## config.mk

```make
export PLATFORM = sky130hd
export DESIGN_NAME = thread_migration_planner_top
export DESIGN_NICKNAME = d
export VERILOG_FILES = /design/src/rtl/core/tmp_pkg.sv /design/src/rtl/core/tmp_mem.sv /design/src/rtl/core/tmp_rank.sv /design/src/rtl/core/thread_migration_planner_top.sv
export SDC_FILE = /design/constraint.sdc
export NUM_CORES = 2
export LEC_CHECK = 0
export BUFFER_PORTS_ARGS = -buffer_cell sky130_fd_sc_hd__buf_2
export CAP_MARGIN = 20
export CORE_ASPECT_RATIO = 1.25
export CORE_MARGIN = 1
export CORE_UTILIZATION = 67
export DETAILED_ROUTE_END_ITERATION = 12
export GPL_TIMING_DRIVEN = 0
export PLACE_DENSITY = 0.85
export SYNTH_ARGS = -nofsm -noshare
export SYNTH_HDL_FRONTEND = slang
export SYNTH_HIERARCHICAL = 1
export SYNTH_SLANG_ARGS = --single-unit
```

## constraint.sdc

```tcl
create_clock -name clock -period 17.7 [get_ports clock]
set_clock_uncertainty 0.15 [all_clocks]
set_input_delay 1.77 -clock clock [delete_from_list [all_inputs] [get_ports clock]]
set_output_delay 1.77 -clock clock [all_outputs]
set_load 0.05 [all_outputs]
```

## src/rtl/core/tmp_pkg.sv

```systemverilog
package tmp_pkg;

   localparam int CORES_DEF    = 16;
   localparam int MAX_RESULTS  = 8;
   localparam int UTIL_W       = 16;
   localparam int TEMP_W       = 16;
   localparam int COOL_W       = 40;
   localparam int TIME_W       = 48;
   localparam int CSR_IDX_W    = 2;
   localparam int CSR_DATA_W   = 40;
   localparam int REQ_DATA_W   = 88;
   localparam int RSP_DATA_W   = 16;
   localparam logic [15:0] TEMP_THR_RESET = 16'd1280;

   localparam logic [CSR_IDX_W-1:0] CSR_UTIL_THR = 2'd0;
   localparam logic [CSR_IDX_W-1:0] CSR_TEMP_THR = 2'd1;
   localparam logic [CSR_IDX_W-1:0] CSR_COOLDOWN = 2'd2;

   localparam logic ACT_LOAD = 1'b0;
   localparam logic ACT_PLAN = 1'b1;

   // one table entry as stored in the sample memory
   typedef struct packed {
      logic [UTIL_W-1:0] util;
      logic [TEMP_W-1:0] temp;
      logic              temp_ok;
      logic              active;
      logic              reserved;
   } entry_type;

   typedef struct packed {
      logic       has_move;
      logic [3:0] from_core;
      logic [3:0] to_core;
      logic       swap_flag;
      logic       last;
   } result_type;

   typedef enum logic [3:0] {
      ST_IDLE,
      ST_COUNT,     // sweep: count active, find first active, coolest target
      ST_SGL_DEC,   // single core decision
      ST_RANK_A,    // read entry c
      ST_RANK_B,    // sweep d against c
      ST_PAIR_A,    // read rank tables for pair
      ST_PAIR_B,    // read high entry
      ST_PAIR_C,    // capture high entry, read low entry
      ST_EMIT,      // decide pair; hold pending result until taken
      ST_FLUSH      // final result / empty marker
   } state_type;

endpackage

```

## src/rtl/core/tmp_mem.sv

```systemverilog
module tmp_mem
   import tmp_pkg::*;
#(
   parameter int CORES = CORES_DEF,
   localparam int IW = (CORES > 1) ? $clog2(CORES) : 1
) (
   input  logic            clock,
   input  logic            wr_en,
   input  logic [IW-1:0]   wr_addr,
   input  entry_type       wr_data,
   input  logic [IW-1:0]   rd_addr,
   output entry_type       rd_data
);

   entry_type mem [CORES];
   entry_type rd_data_ff;

   always_ff @(posedge clock) begin
      if (wr_en) begin
         mem[wr_addr] <= wr_data;
      end
      rd_data_ff <= mem[rd_addr];
   end

   assign rd_data = rd_data_ff;

endmodule

```

## src/rtl/core/tmp_rank.sv

```systemverilog
module tmp_rank
   import tmp_pkg::*;
#(
   parameter int CORES = CORES_DEF,
   localparam int IW = (CORES > 1) ? $clog2(CORES) : 1
) (
   input  logic            clock,
   input  logic            wr_en,
   input  logic [IW-1:0]   wr_addr,
   input  logic [IW-1:0]   wr_data,
   input  logic [IW-1:0]   rd_addr,
   output logic [IW-1:0]   rd_data
);

   // rank table: position -> core
   logic [IW-1:0] mem [CORES];
   logic [IW-1:0] rd_data_ff;

   always_ff @(posedge clock) begin
      if (wr_en) begin
         mem[wr_addr] <= wr_data;
      end
      rd_data_ff <= mem[rd_addr];
   end

   assign rd_data = rd_data_ff;

endmodule

```

## src/rtl/core/thread_migration_planner_top.sv

```systemverilog
// Load beat: accepted, written to the sample memory if its index is below CORES, no response.
// Plan beat: one sweep over the sample memory, then for two or more active cores a rank
// pass (one memory read per cycle), then a pair pass through PAIR_A, PAIR_B, PAIR_C and
// EMIT for each pair; each result waits in the output register.
// One plan at a time; req_tready is low while a plan runs or a result is pending.
// Synchronous reset (active high) restores control state, thresholds and move record.
module thread_migration_planner_top
   import tmp_pkg::*;
#(
   parameter int CORES = CORES_DEF
) (
   input  logic                  clock,
   input  logic                  reset,
   input  logic                  req_tvalid,
   output logic                  req_tready,
   // action, core_index[3:0], utilization[15:0], temperature[15:0], temp_ok,
   // core_active, core_reserved, now_ns[47:0]
   input  logic [REQ_DATA_W-1:0] req_tdata,
   output logic                  rsp_tvalid,
   input  logic                  rsp_tready,
   // has_move, from_core[3:0], to_core[3:0], swap_flag, zero fill
   output logic [RSP_DATA_W-1:0] rsp_tdata,
   output logic                  rsp_tlast,
   input  logic                  csr_wr_en,
   input  logic [CSR_IDX_W-1:0]  csr_index,
   input  logic [CSR_DATA_W-1:0] csr_wdata
);

   localparam int IW = (CORES > 1) ? $clog2(CORES) : 1;
   localparam int CW = $clog2(CORES + 1);
   localparam int HALF = CORES / 2;
   localparam int NW = $clog2(MAX_RESULTS + 1);

   // input fields
   logic              f_action;
   logic [3:0]        f_index;
   logic [TIME_W-1:0] f_now;
   entry_type         f_entry;
   assign f_action         = req_tdata[0];
   assign f_index          = req_tdata[4:1];
   assign f_entry.util     = req_tdata[20:5];
   assign f_entry.temp     = req_tdata[36:21];
   assign f_entry.temp_ok  = req_tdata[37];
   assign f_entry.active   = req_tdata[38];
   assign f_entry.reserved = req_tdata[39];
   assign f_now            = req_tdata[87:40];

   // configuration
   logic [UTIL_W-1:0] util_thr_ff;
   logic [TEMP_W-1:0] temp_thr_ff;
   logic [COOL_W-1:0] cool_ff;
   always_ff @(posedge clock) begin
      if (reset) begin
         util_thr_ff <= '0;
         temp_thr_ff <= TEMP_THR_RESET;
         cool_ff     <= '0;
      end else if (csr_wr_en) begin
         unique case (csr_index)
            CSR_UTIL_THR: util_thr_ff <= csr_wdata[UTIL_W-1:0];
            CSR_TEMP_THR: temp_thr_ff <= csr_wdata[TEMP_W-1:0];
            CSR_COOLDOWN: cool_ff     <= csr_wdata[COOL_W-1:0];
            default: ;
         endcase
      end
   end

   state_type state_ff, state_in;
   logic [CW-1:0] ca_ff, ca_in;     // sweep counter c / pair index
   logic [CW-1:0] cb_ff, cb_in;     // inner sweep d
   logic [CW-1:0] nact_ff, nact_in;
   logic [IW-1:0] src_ff, src_in;
   logic          src_found_ff, src_found_in;
   logic [TEMP_W-1:0] src_t_ff, src_t_in;
   logic [IW-1:0] tgt_ff, tgt_in;
   logic          tgt_found_ff, tgt_found_in;
   logic [TEMP_W-1:0] best_ff, best_in;
   entry_type     ec_ff, ec_in;      // entry c during ranking / hi during pairing
   logic [CW-1:0] rd_ff, rd_in, ra_ff, ra_in;
   logic [NW-1:0] nres_ff, nres_in;
   logic [TIME_W-1:0] now_ff, now_in;
   logic          rec_ff, rec_in;
   logic [TIME_W-1:0] lmt_ff, lmt_in;
   logic [IW-1:0] hi_ff, hi_in;
   logic [IW-1:0] lo_ff, lo_in;
   result_type    pend_ff, pend_in;  // result held back until next or end
   logic          pend_v_ff, pend_v_in;
   result_type    out_ff, out_in;
   logic          out_v_ff, out_v_in;
   logic          emit_next_ff, emit_next_in; // in EMIT: 1 pair still to decide, 0 return to PAIR_A

   // memories
   logic          mem_we;
   logic [IW-1:0] mem_wa, mem_ra;
   entry_type     mem_rd;
   tmp_mem #(.CORES(CORES)) u_mem (
      .clock(clock), .wr_en(mem_we), .wr_addr(mem_wa), .wr_data(f_entry),
      .rd_addr(mem_ra), .rd_data(mem_rd));

   logic          hl_we, lh_we;
   logic [IW-1:0] hl_wa, lh_wa, rk_wd, hl_ra, lh_ra, hl_rd, lh_rd;
   tmp_rank #(.CORES(CORES)) u_hl (
      .clock(clock), .wr_en(hl_we), .wr_addr(hl_wa), .wr_data(rk_wd),
      .rd_addr(hl_ra), .rd_data(hl_rd));
   tmp_rank #(.CORES(CORES)) u_lh (
      .clock(clock), .wr_en(lh_we), .wr_addr(lh_wa), .wr_data(rk_wd),
      .rd_addr(lh_ra), .rd_data(lh_rd));

   wire req_fire = req_tvalid && req_tready;
   wire rsp_fire = rsp_tvalid && rsp_tready;
   assign req_tready = (state_ff == ST_IDLE) && !out_v_ff;
   assign rsp_tvalid = out_v_ff;
   assign rsp_tdata  = {6'd0, out_ff.swap_flag, out_ff.to_core, out_ff.from_core,
                        out_ff.has_move};
   assign rsp_tlast  = out_ff.last;

   // wide compares for cooldown
   logic [TIME_W-1:0] elapsed;
   logic              in_cool;
   assign elapsed = now_ff - lmt_ff;
   assign in_cool = rec_ff && (now_ff >= lmt_ff) && (elapsed < {8'd0, cool_ff});

   logic [TEMP_W:0] tdelta;
   assign tdelta = {1'b0, src_t_ff} - {1'b0, best_ff};

   logic [UTIL_W:0] ugap;

   always_comb begin
      state_in = state_ff; ca_in = ca_ff; cb_in = cb_ff; nact_in = nact_ff;
      src_in = src_ff; src_found_in = src_found_ff; src_t_in = src_t_ff;
      tgt_in = tgt_ff; tgt_found_in = tgt_found_ff; best_in = best_ff;
      ec_in = ec_ff; rd_in = rd_ff; ra_in = ra_ff; nres_in = nres_ff;
      now_in = now_ff; rec_in = rec_ff; lmt_in = lmt_ff; hi_in = hi_ff; lo_in = lo_ff;
      pend_in = pend_ff; pend_v_in = pend_v_ff; out_in = out_ff; out_v_in = out_v_ff;
      emit_next_in = emit_next_ff;
      mem_we = 1'b0; mem_wa = IW'(f_index); mem_ra = '0;
      hl_we = 1'b0; lh_we = 1'b0; hl_wa = rd_ff[IW-1:0]; lh_wa = ra_ff[IW-1:0];
      rk_wd = ca_ff[IW-1:0]; hl_ra = ca_ff[IW-1:0]; lh_ra = ca_ff[IW-1:0];
      ugap = '0;
      if (rsp_fire) out_v_in = 1'b0;

      unique case (state_ff)
         ST_IDLE: begin
            if (req_fire) begin
               if (f_action == ACT_LOAD) begin
                  mem_we = ({{(32-4){1'b0}}, f_index} < 32'(CORES));
               end else begin
                  now_in = f_now;
                  ca_in = '0; nact_in = '0; src_found_in = 1'b0; src_in = '0;
                  tgt_found_in = 1'b0; tgt_in = '0; best_in = '0; src_t_in = '0;
                  state_in = ST_COUNT;
               end
            end
         end
         ST_COUNT: begin
            // ca_ff = address issued; data of ca_ff-1 valid when ca_ff>0
            mem_ra = ca_ff[IW-1:0];
            if (ca_ff != '0) begin
               if (mem_rd.active) begin
                  if (nact_ff < CW'(2)) nact_in = nact_ff + 1'b1;
                  if (!src_found_ff) begin
                     src_found_in = 1'b1;
                     src_in = IW'(ca_ff - 1'b1);
                     src_t_in = mem_rd.temp_ok ? mem_rd.temp : '0;
                  end
               end else if (mem_rd.reserved && mem_rd.temp_ok) begin
                  if (!tgt_found_ff || mem_rd.temp < best_ff) begin
                     tgt_found_in = 1'b1;
                     tgt_in = IW'(ca_ff - 1'b1);
                     best_in = mem_rd.temp;
                  end
               end
            end
            if (ca_ff == CW'(CORES)) begin
               state_in = ST_SGL_DEC;
            end else begin
               ca_in = ca_ff + 1'b1;
            end
         end
         ST_SGL_DEC: begin
            pend_v_in = 1'b0;
            nres_in = '0;
            if (nact_ff == '0) begin
               state_in = ST_FLUSH;
            end else if (nact_ff == CW'(1)) begin
               // target excludes the source since source is active
               if (!in_cool && tgt_found_ff &&
                   !tdelta[TEMP_W] && tdelta[TEMP_W-1:0] >= temp_thr_ff) begin
                  pend_in = '{has_move: 1'b1, from_core: 4'(src_ff), to_core: 4'(tgt_ff),
                              swap_flag: 1'b1, last: 1'b1};
                  pend_v_in = 1'b1;
                  rec_in = 1'b1;
                  lmt_in = now_ff;
               end
               state_in = ST_FLUSH;
            end else begin
               ca_in = '0;
               state_in = ST_RANK_A;
            end
         end
         ST_RANK_A: begin
            mem_ra = ca_ff[IW-1:0];
            cb_in = '0; rd_in = '0; ra_in = '0;
            state_in = ST_RANK_B;
         end
         ST_RANK_B: begin
            mem_ra = cb_ff[IW-1:0];
            if (cb_ff == '0) begin
               ec_in = mem_rd; // entry c arrives
            end else begin
               if (mem_rd.util > ec_ff.util ||
                   (mem_rd.util == ec_ff.util && (cb_ff - 1'b1) < ca_ff))
                  rd_in = rd_ff + 1'b1;
               if (mem_rd.util < ec_ff.util ||
                   (mem_rd.util == ec_ff.util && (cb_ff - 1'b1) < ca_ff))
                  ra_in = ra_ff + 1'b1;
            end
            if (cb_ff == CW'(CORES)) begin
               hl_we = 1'b1; lh_we = 1'b1;
               hl_wa = rd_in[IW-1:0]; lh_wa = ra_in[IW-1:0];
               if (ca_ff == CW'(CORES - 1)) begin
                  ca_in = '0;
                  state_in = ST_PAIR_A;
               end else begin
                  ca_in = ca_ff + 1'b1;
                  state_in = ST_RANK_A;
               end
            end else begin
               cb_in = cb_ff + 1'b1;
            end
         end
         ST_PAIR_A: begin
            if (ca_ff == CW'(HALF) || nres_ff == NW'(MAX_RESULTS)) begin
               state_in = ST_FLUSH;
            end else begin
               hl_ra = ca_ff[IW-1:0]; lh_ra = ca_ff[IW-1:0];
               state_in = ST_PAIR_B;
            end
         end
         ST_PAIR_B: begin
            hi_in = hl_rd; lo_in = lh_rd;
            mem_ra = hl_rd;
            state_in = ST_PAIR_C;
         end
         ST_PAIR_C: begin
            // hi data arrives; request lo
            mem_ra = lo_ff;
            ec_in = mem_rd;
            cb_in = '0;
            state_in = ST_EMIT;
            emit_next_in = 1'b1;
         end
         ST_EMIT: begin
            if (emit_next_ff) begin
               // lo data valid now
               ugap = {1'b0, ec_ff.util} - {1'b0, mem_rd.util};
               emit_next_in = 1'b0;
               ca_in = ca_ff + 1'b1;
               if (hi_ff != lo_ff && ec_ff.active && !ugap[UTIL_W] &&
                   ugap[UTIL_W-1:0] >= util_thr_ff) begin
                  if (pend_v_ff) begin
                     if (!out_v_ff || rsp_fire) begin
                        out_in = pend_ff; out_v_in = 1'b1;
                     end else begin
                        emit_next_in = 1'b1;
                        ca_in = ca_ff;
                        mem_ra = lo_ff;
                     end
                  end
                  if (!pend_v_ff || !out_v_ff || rsp_fire) begin
                     pend_in = '{has_move: 1'b1, from_core: 4'(hi_ff), to_core: 4'(lo_ff),
                                 swap_flag: mem_rd.active || mem_rd.reserved, last: 1'b0};
                     pend_v_in = 1'b1;
                     nres_in = nres_ff + 1'b1;
                  end
               end
               if (emit_next_in == 1'b0) state_in = ST_PAIR_A;
               else mem_ra = lo_ff;
            end else begin
               state_in = ST_PAIR_A;
            end
         end
         ST_FLUSH: begin
            if (!out_v_ff || rsp_fire) begin
               out_v_in = 1'b1;
               if (pend_v_ff) begin
                  out_in = pend_ff; out_in.last = 1'b1;
               end else begin
                  out_in = '{has_move: 1'b0, from_core: 4'd0, to_core: 4'd0,
                             swap_flag: 1'b0, last: 1'b1};
               end
               pend_v_in = 1'b0;
               state_in = ST_IDLE;
            end
         end
         default: state_in = ST_IDLE;
      endcase
   end

   always_ff @(posedge clock) begin
      if (reset) begin
         state_ff <= ST_IDLE;
         out_v_ff <= 1'b0;
         pend_v_ff <= 1'b0;
         rec_ff <= 1'b0;
         lmt_ff <= '0;
         emit_next_ff <= 1'b0;
      end else begin
         state_ff <= state_in;
         out_v_ff <= out_v_in;
         pend_v_ff <= pend_v_in;
         rec_ff <= rec_in;
         lmt_ff <= lmt_in;
         emit_next_ff <= emit_next_in;
      end
   end

   always_ff @(posedge clock) begin
      ca_ff <= ca_in; cb_ff <= cb_in; nact_ff <= nact_in;
      src_ff <= src_in; src_found_ff <= src_found_in; src_t_ff <= src_t_in;
      tgt_ff <= tgt_in; tgt_found_ff <= tgt_found_in; best_ff <= best_in;
      ec_ff <= ec_in; rd_ff <= rd_in; ra_ff <= ra_in; nres_ff <= nres_in;
      now_ff <= now_in; hi_ff <= hi_in; lo_ff <= lo_in;
      pend_ff <= pend_in; out_ff <= out_in;
   end

endmodule

```

[Word-level counts from Yosys, hierarchy flattened]
Memory sizes are Yosys's and may differ from the RTL's. A register that Yosys moved wholly into a read port is not among the register bits.
Cells that the tools add are included.
W data, S select, Z words.
Word-level totals
  memory bits (writable): 688
  memories: 3
  logic and storage cells: 301
  register bits after elaboration: 294
  output and inout port bits: 19
  input port bits: 135
Memory list
  u_mem.mem: words 16, width 35, rd ports 1, clocked after Yosys merged registers in 1, wr ports 1, line tmp_mem.sv:15  | entry_type mem [CORES];
  u_hl.mem: words 16, width 4, rd ports 1, clocked after Yosys merged registers in 1, wr ports 1, line tmp_rank.sv:16  | logic [IW-1:0] mem [CORES];
  u_lh.mem: words 16, width 4, rd ports 1, clocked after Yosys merged registers in 1, wr ports 1, line tmp_rank.sv:16
Operators by class
  bitwise gates (word level): 1
  order comparisons: 9
  equality and inequality tests: 48
  add/subtract/negate cells: 11
  mux-type cells: 129
  reductions and logical operators: 62
Operators with widths (number)
  $mux W16: 10
  $mux W11: 12
  $mux W4: 31
  $mux W5: 19
  $pmux W35 S2: 1
  $pmux W16 S2: 2
  $ne A2 B2 Y1 const B: 26
  $ge A48 B48 Y1: 1
  $lt A48 B40 Y1: 1
  $sub A48 B48 Y48: 1
  $pmux W11 S2: 2
  $pmux W4 S10: 1
  $pmux W5 S2: 4
  $mux W1: 35
  $mux W35: 1
  $sub A16 B16 Y17: 2
  $ge A16 B16 Y1: 2
  $lt A16 B16 Y1: 2
  $add A5 B1 Y5 const B: 5
  $pmux W5 S5: 1
  $pmux W4 S2: 3
  $reduce_and A6 Y1: 4
  $pmux W4 S5: 1
  $eq A16 B16 Y1: 1
  39 further kinds: 92

[Depth between registers and ports, before layout]
  depth in word-level cells: 11
  depth in mapped cells: 30
  depth with buffers taken out: 27

[By module]
Netlist, hierarchy kept.
Modules (own cells, without submodules)
  tmp_mem: area each 22053.7 µm², instances 1, cells an instance 914
  thread_migration_planner_top: area each 18082.3 µm², instances 1, cells an instance 1958
  tmp_rank: area each 2666.3 µm², instances 2, cells an instance 130

[Worst setup path before layout]
Ideal clock, no wire load.
  kind: flip-flop to flip-flop
  start: register state_ff[3]
  end: register src_ff[0] (enable)
  setup time: 428 ps
  setup slack: 11227 ps
  period minus slack after synthesis: 6473 ps
  stages on the path, launching flop included: 8
  required time: 17122 ps
  arrival time: 5894 ps
  cells stage by stage: dfxtp_1 -> clkbuf_1 -> or2_2 -> clkbuf_1 -> nor4_1 -> and3_1 -> o21ai_0 -> a211oi_1
On the way
  cells in the longest elaborated chain, start to end: 5
RTL lines
  start: declaration: line thread_migration_planner_top.sv:67  | state_type state_ff, state_in;
  start signal: assignment: line thread_migration_planner_top.sv:308  | state_ff <= state_in;
  $logic_not A4 Y1: line thread_migration_planner_top.sv:110  | assign req_tready = (state_ff == ST_IDLE) && !out_v_ff;
  $logic_and A1 B1 Y1: line thread_migration_planner_top.sv:110
  named net req_tready: line thread_migration_planner_top.sv:15  | output logic req_tready,
  $logic_and A1 B1 Y1: line thread_migration_planner_top.sv:108  | wire req_fire = req_tvalid && req_tready;
  $ne A2 B2 Y1 (no source line)
  $reduce_and A6 Y1 (no source line)
  end signal: assignment: line thread_migration_planner_top.sv:319  | src_ff <= src_in; src_found_ff <= src_found_in; src_t_ff <= src_t_in;
  end: declaration: line thread_migration_planner_top.sv:71  | logic [IW-1:0] src_ff, src_in;
The timed path passes the listed nets, and every way through them passes these cells.
A chain may end at the register's enable or synchronous reset.

[Worst setup path in the final report]
  start: register ec_ff[19] (netlist name)
  end: register u_mem/rd_data[17] (netlist name)
On the way
  cells in the longest elaborated chain, start to end: 10
RTL lines
  start: declaration: line thread_migration_planner_top.sv:77  | entry_type ec_ff, ec_in;
  start signal: assignment: line thread_migration_planner_top.sv:321  | ec_ff <= ec_in; rd_ff <= rd_in; ra_ff <= ra_in; nres_ff <= nres_in;
  $sub A16 B16 Y17 *: line thread_migration_planner_top.sv:255  | ugap = {1'b0, ec_ff.util} - {1'b0, mem_rd.util};
  branches (longest 2 deep; another with $ge A16 B16 Y1)
  $logic_and A1 B1 Y1 *: line thread_migration_planner_top.sv:258  | if (hi_ff != lo_ff && ec_ff.active && !ugap[UTIL_W] &&
  $mux W1: line thread_migration_planner_top.sv:258
  $mux W1: line thread_migration_planner_top.sv:253  | if (emit_next_ff) begin
  $mux W1: line thread_migration_planner_top.sv:141  | unique case (state_ff)
  $mux W4 *: line thread_migration_planner_top.sv:276  | if (emit_next_in == 1'b0) state_in = ST_PAIR_A;
  $mux W4 *: line thread_migration_planner_top.sv:253
  $pmux W4 S5 *: line thread_migration_planner_top.sv:141
  named net mem_ra[1]: line thread_migration_planner_top.sv:93  | logic [IW-1:0] mem_wa, mem_ra;
Mark *: on every way through the listed nets, which the timed path passes. The select of a mux whose other input is x is not followed.

==> run summary <==
minimum clock period -> 7.71 ns
Fmax -> 130 MHz
max_slew headroom -> 22.6%
maxcap violations -> 0
commonest non-fill, non-tap cell in the layout -> edfxtp_1
Hold Startpoint -> u_lh/rd_data[2]$_DFF_P_
Worst R2R Start -> ec_ff[19]$_DFFE_PP_
register area share after synthesis -> 63.7%
Setup crit start kind -> flip-flop
ys async rst share -> 0%
Worst Max-Slew Pin Slew -> 1.16 ns
Die Height -> 293 um
Iter 0 DRT Violations -> 2868
Via-to-Cell Ratio -> 6.64
setup total negative slack -> 0 ns
Worst VDD drop -> 0.000113 V
Leak -> 17.7 nW
Row Count -> 106
die width -> 235 um
top_reg_cell synth -> edfxtp_1
DRC Markers -> 0
P per Cell Area -> 136 nW/um2
CTS H-tree lvls -> 3
vias in the first global route -> 29600
I/O Buffers -> 146
synthesized flop and latch total -> 1022
Final Hold Viols -> 0
pin count of the biggest net entering global routing -> 43
Cells after Synth -> 3132
post-CTS setup buffer count -> 0
die area -> 68900 um2
Largest stage delay, worst path -> 0.64 ns
top sig layer -> met5
Starting Density -> 67.9%
Post-synth EDFFs -> 851
GRT Util Overall -> 34.0%
CTS Buf Count -> 96
area of the mapped netlist -> 45500 um2
CP Class -> flip-flop to flip-flop
final hold slack -> 0.274 ns
post-route ant nets -> 0
Final setup viols -> 0
max-slew violation count -> 0
routed wire length -> 117000 um
CP required -> 18.08 ns
post-CTS sizing -> 0
core footprint -> 67000 um2
Vias -> 29000
Skew-Pair Late Insertion Delay -> 0.66 ns
most frequent cells in the layout -> 851 x edfxtp_1, 300 x nand2_1, 189 x inv_1, 189 x a21oi_1, 184 x ha_1
detailed placer's ending HPWL -> 76100 um
WL met3 -> 9020 um
most numerous cell on the critical path -> a21oi_1
first-pass GRT wire length -> 175000 um
Warnings, synthesis -> 6
Hold/Removal Path Class -> flip-flop to flip-flop
Critical-path top delay cell -> clkbuf_1
Worst EP arrival -> 8.08 ns
nets -> 3738
Crit. End Element -> flip-flop
initial antenna violation count -> 5
Routed met2 length -> 60200 um
worst-path fanout max -> 10
gpl congestion -> 0.945
fin crit share -> 43.5%
Clock transition at path regs -> 0.07 ns
CTS Hold Bufs -> 0
run status -> finished, final reports clean
Netlist cell types -> 78
RSZ-0062 raised after global routing -> false
Ports -> 154
M1 WL -> 41900 um
routed len/inst -> 26.7 um
Clock Sinks -> 1022
CTS tree -> yes
CTS root buffer -> clkbuf_16
grt total ovfl -> 0
Syn Area/Cell -> 14.5 um2
Max Root-Sink Buffers -> 3
drt first pass iters -> 6
Worst Setup SP -> ec_ff[19]$_DFFE_PP_
layout cells sized above 1 -> 14.8%
Area Overhead vs Synth -> 12.7%
==> logic make-up (layout without fill, tap and decap cells) <==
logic type,after synthesis,in the layout,synth area share [%]
compound gates,552,552,8.17
xor+xnor,96,96,1.85
fa+ha+maj,187,187,5.20
buf+inv,332,693,3.42
flops,1022,1022,63.7
mux,179,179,9.38
other cells,1,11,0.00825
simple gates,763,763,8.25
==> worst paths after layout <==
check                                                 end  slack, ns  depth (start not counted)
worst max-delay path            u_mem/rd_data[17]$_DFF_P_       9.99                         29
worst min-delay path                   lo_ff[2]$_DFFE_PP_       0.27                          0
worst max register to register  u_mem/rd_data[17]$_DFF_P_       9.99                         29
worst min register to register         lo_ff[2]$_DFFE_PP_       0.27                          0
==> worst max-delay path: cells and delay by family, from the launching register on <==
family / cells / cell delay [ns]
buf+inv: 5 / 1.37
mux: 1 / 0.51
xor+xnor: 1 / 0.11
compound gates: 14 / 3.20
simple gates: 5 / 1.00
fa+ha+maj: 3 / 0.86
flops: 1 / 0.38
==> sequential cells by signal, indices dropped and copies added (netlist names), 17 cells and up <==
| signal | cells |
|---|---|
| lmt_ff | 48 |
| u_hl/mem | 64 |
| now_ff | 48 |
| u_lh/mem | 64 |
| u_mem/rd_data | 35 |
| u_mem/mem | 560 |
| ec_ff | 17 |
| cool_ff | 40 |
==> metal layers <==
layer  GRT usage, %  vias up
met3           5.24      369
met5              0        -
met4           16.5        8
met1           40.9    14400
met2           60.1     1570
li1               -    12600
==> per-stage QoR <==
stage                     util [%]  power (mW)  cell area [um2]  setup WS [ns]  std cells
after floorplan                  -        4.27            45500          11.23       3137
after global placement        70.6        4.71            47300           9.04       4147
after detailed placement      71.8        4.85            48100          10.24       4182
after CTS                     76.5        6.95            51200          10.14       4362
after global routing          76.5        7.22            51200           9.59       4365
final                         76.5        6.95            51200           9.99       4367
==> cell usage after synthesis (7+ instances only) <==
cell      instances  area, um2
o31ai_1          19        143
a211oi_1         13       97.6
xor2_1           45        394
clkbuf_1         94        353
o211ai_1          8       60.1
a31oi_1          15       93.8
o21a_1           11       82.6
ha_1            184       2300
o21bai_1          7       52.6
nand4b_1         49        429
o21ai_0          69        345
nor3_1           44        220
a21oi_1         189        946
nor2_1          134        503
and2_1           25        156
edfxtp_1        851      25600
o31ai_2          30        375
and3_1           23        144
buf_6             7       78.8
nand4_1          31        194
mux4_2           87       1960
or3_1            11       68.8
inv_1           189        709
nand2_1         300       1130
a22oi_1          78        586
a21o_1           53        398
nand3_1          48        240
buf_2            17       85.1
mux4_1           85       2230
nor3b_1           8       60.1
xnor2_1          51        447
nand3b_1         10       75.1
buf_12           13        260
nand2b_1         22        138
dfxtp_1         171       3420
nor4_1            9       56.3
nor2b_1          35        219
==> report_power, final <==
part | switching [mW] | internal, mW
Clock | 0.914 | 1.17
Combinational | 1.10 | 0.812
Sequential | 0.118 | 2.84
Total | 2.13 | 4.82
==> layout make-up <==
type	instances	area, um2
Antenna cell	5	12.5
Buffer	143	845
Inverter	189	709
Timing Repair Buffer	181	1360
Clock buffer	125	2580
Clock inverter	55	569
Fill cell	3680	15800
Sequential cell	1022	29000
Multi-Input combinational cell	1783	15100
Tap cell	864	1080
Note: power is estimated with default switching activity, not from simulation.
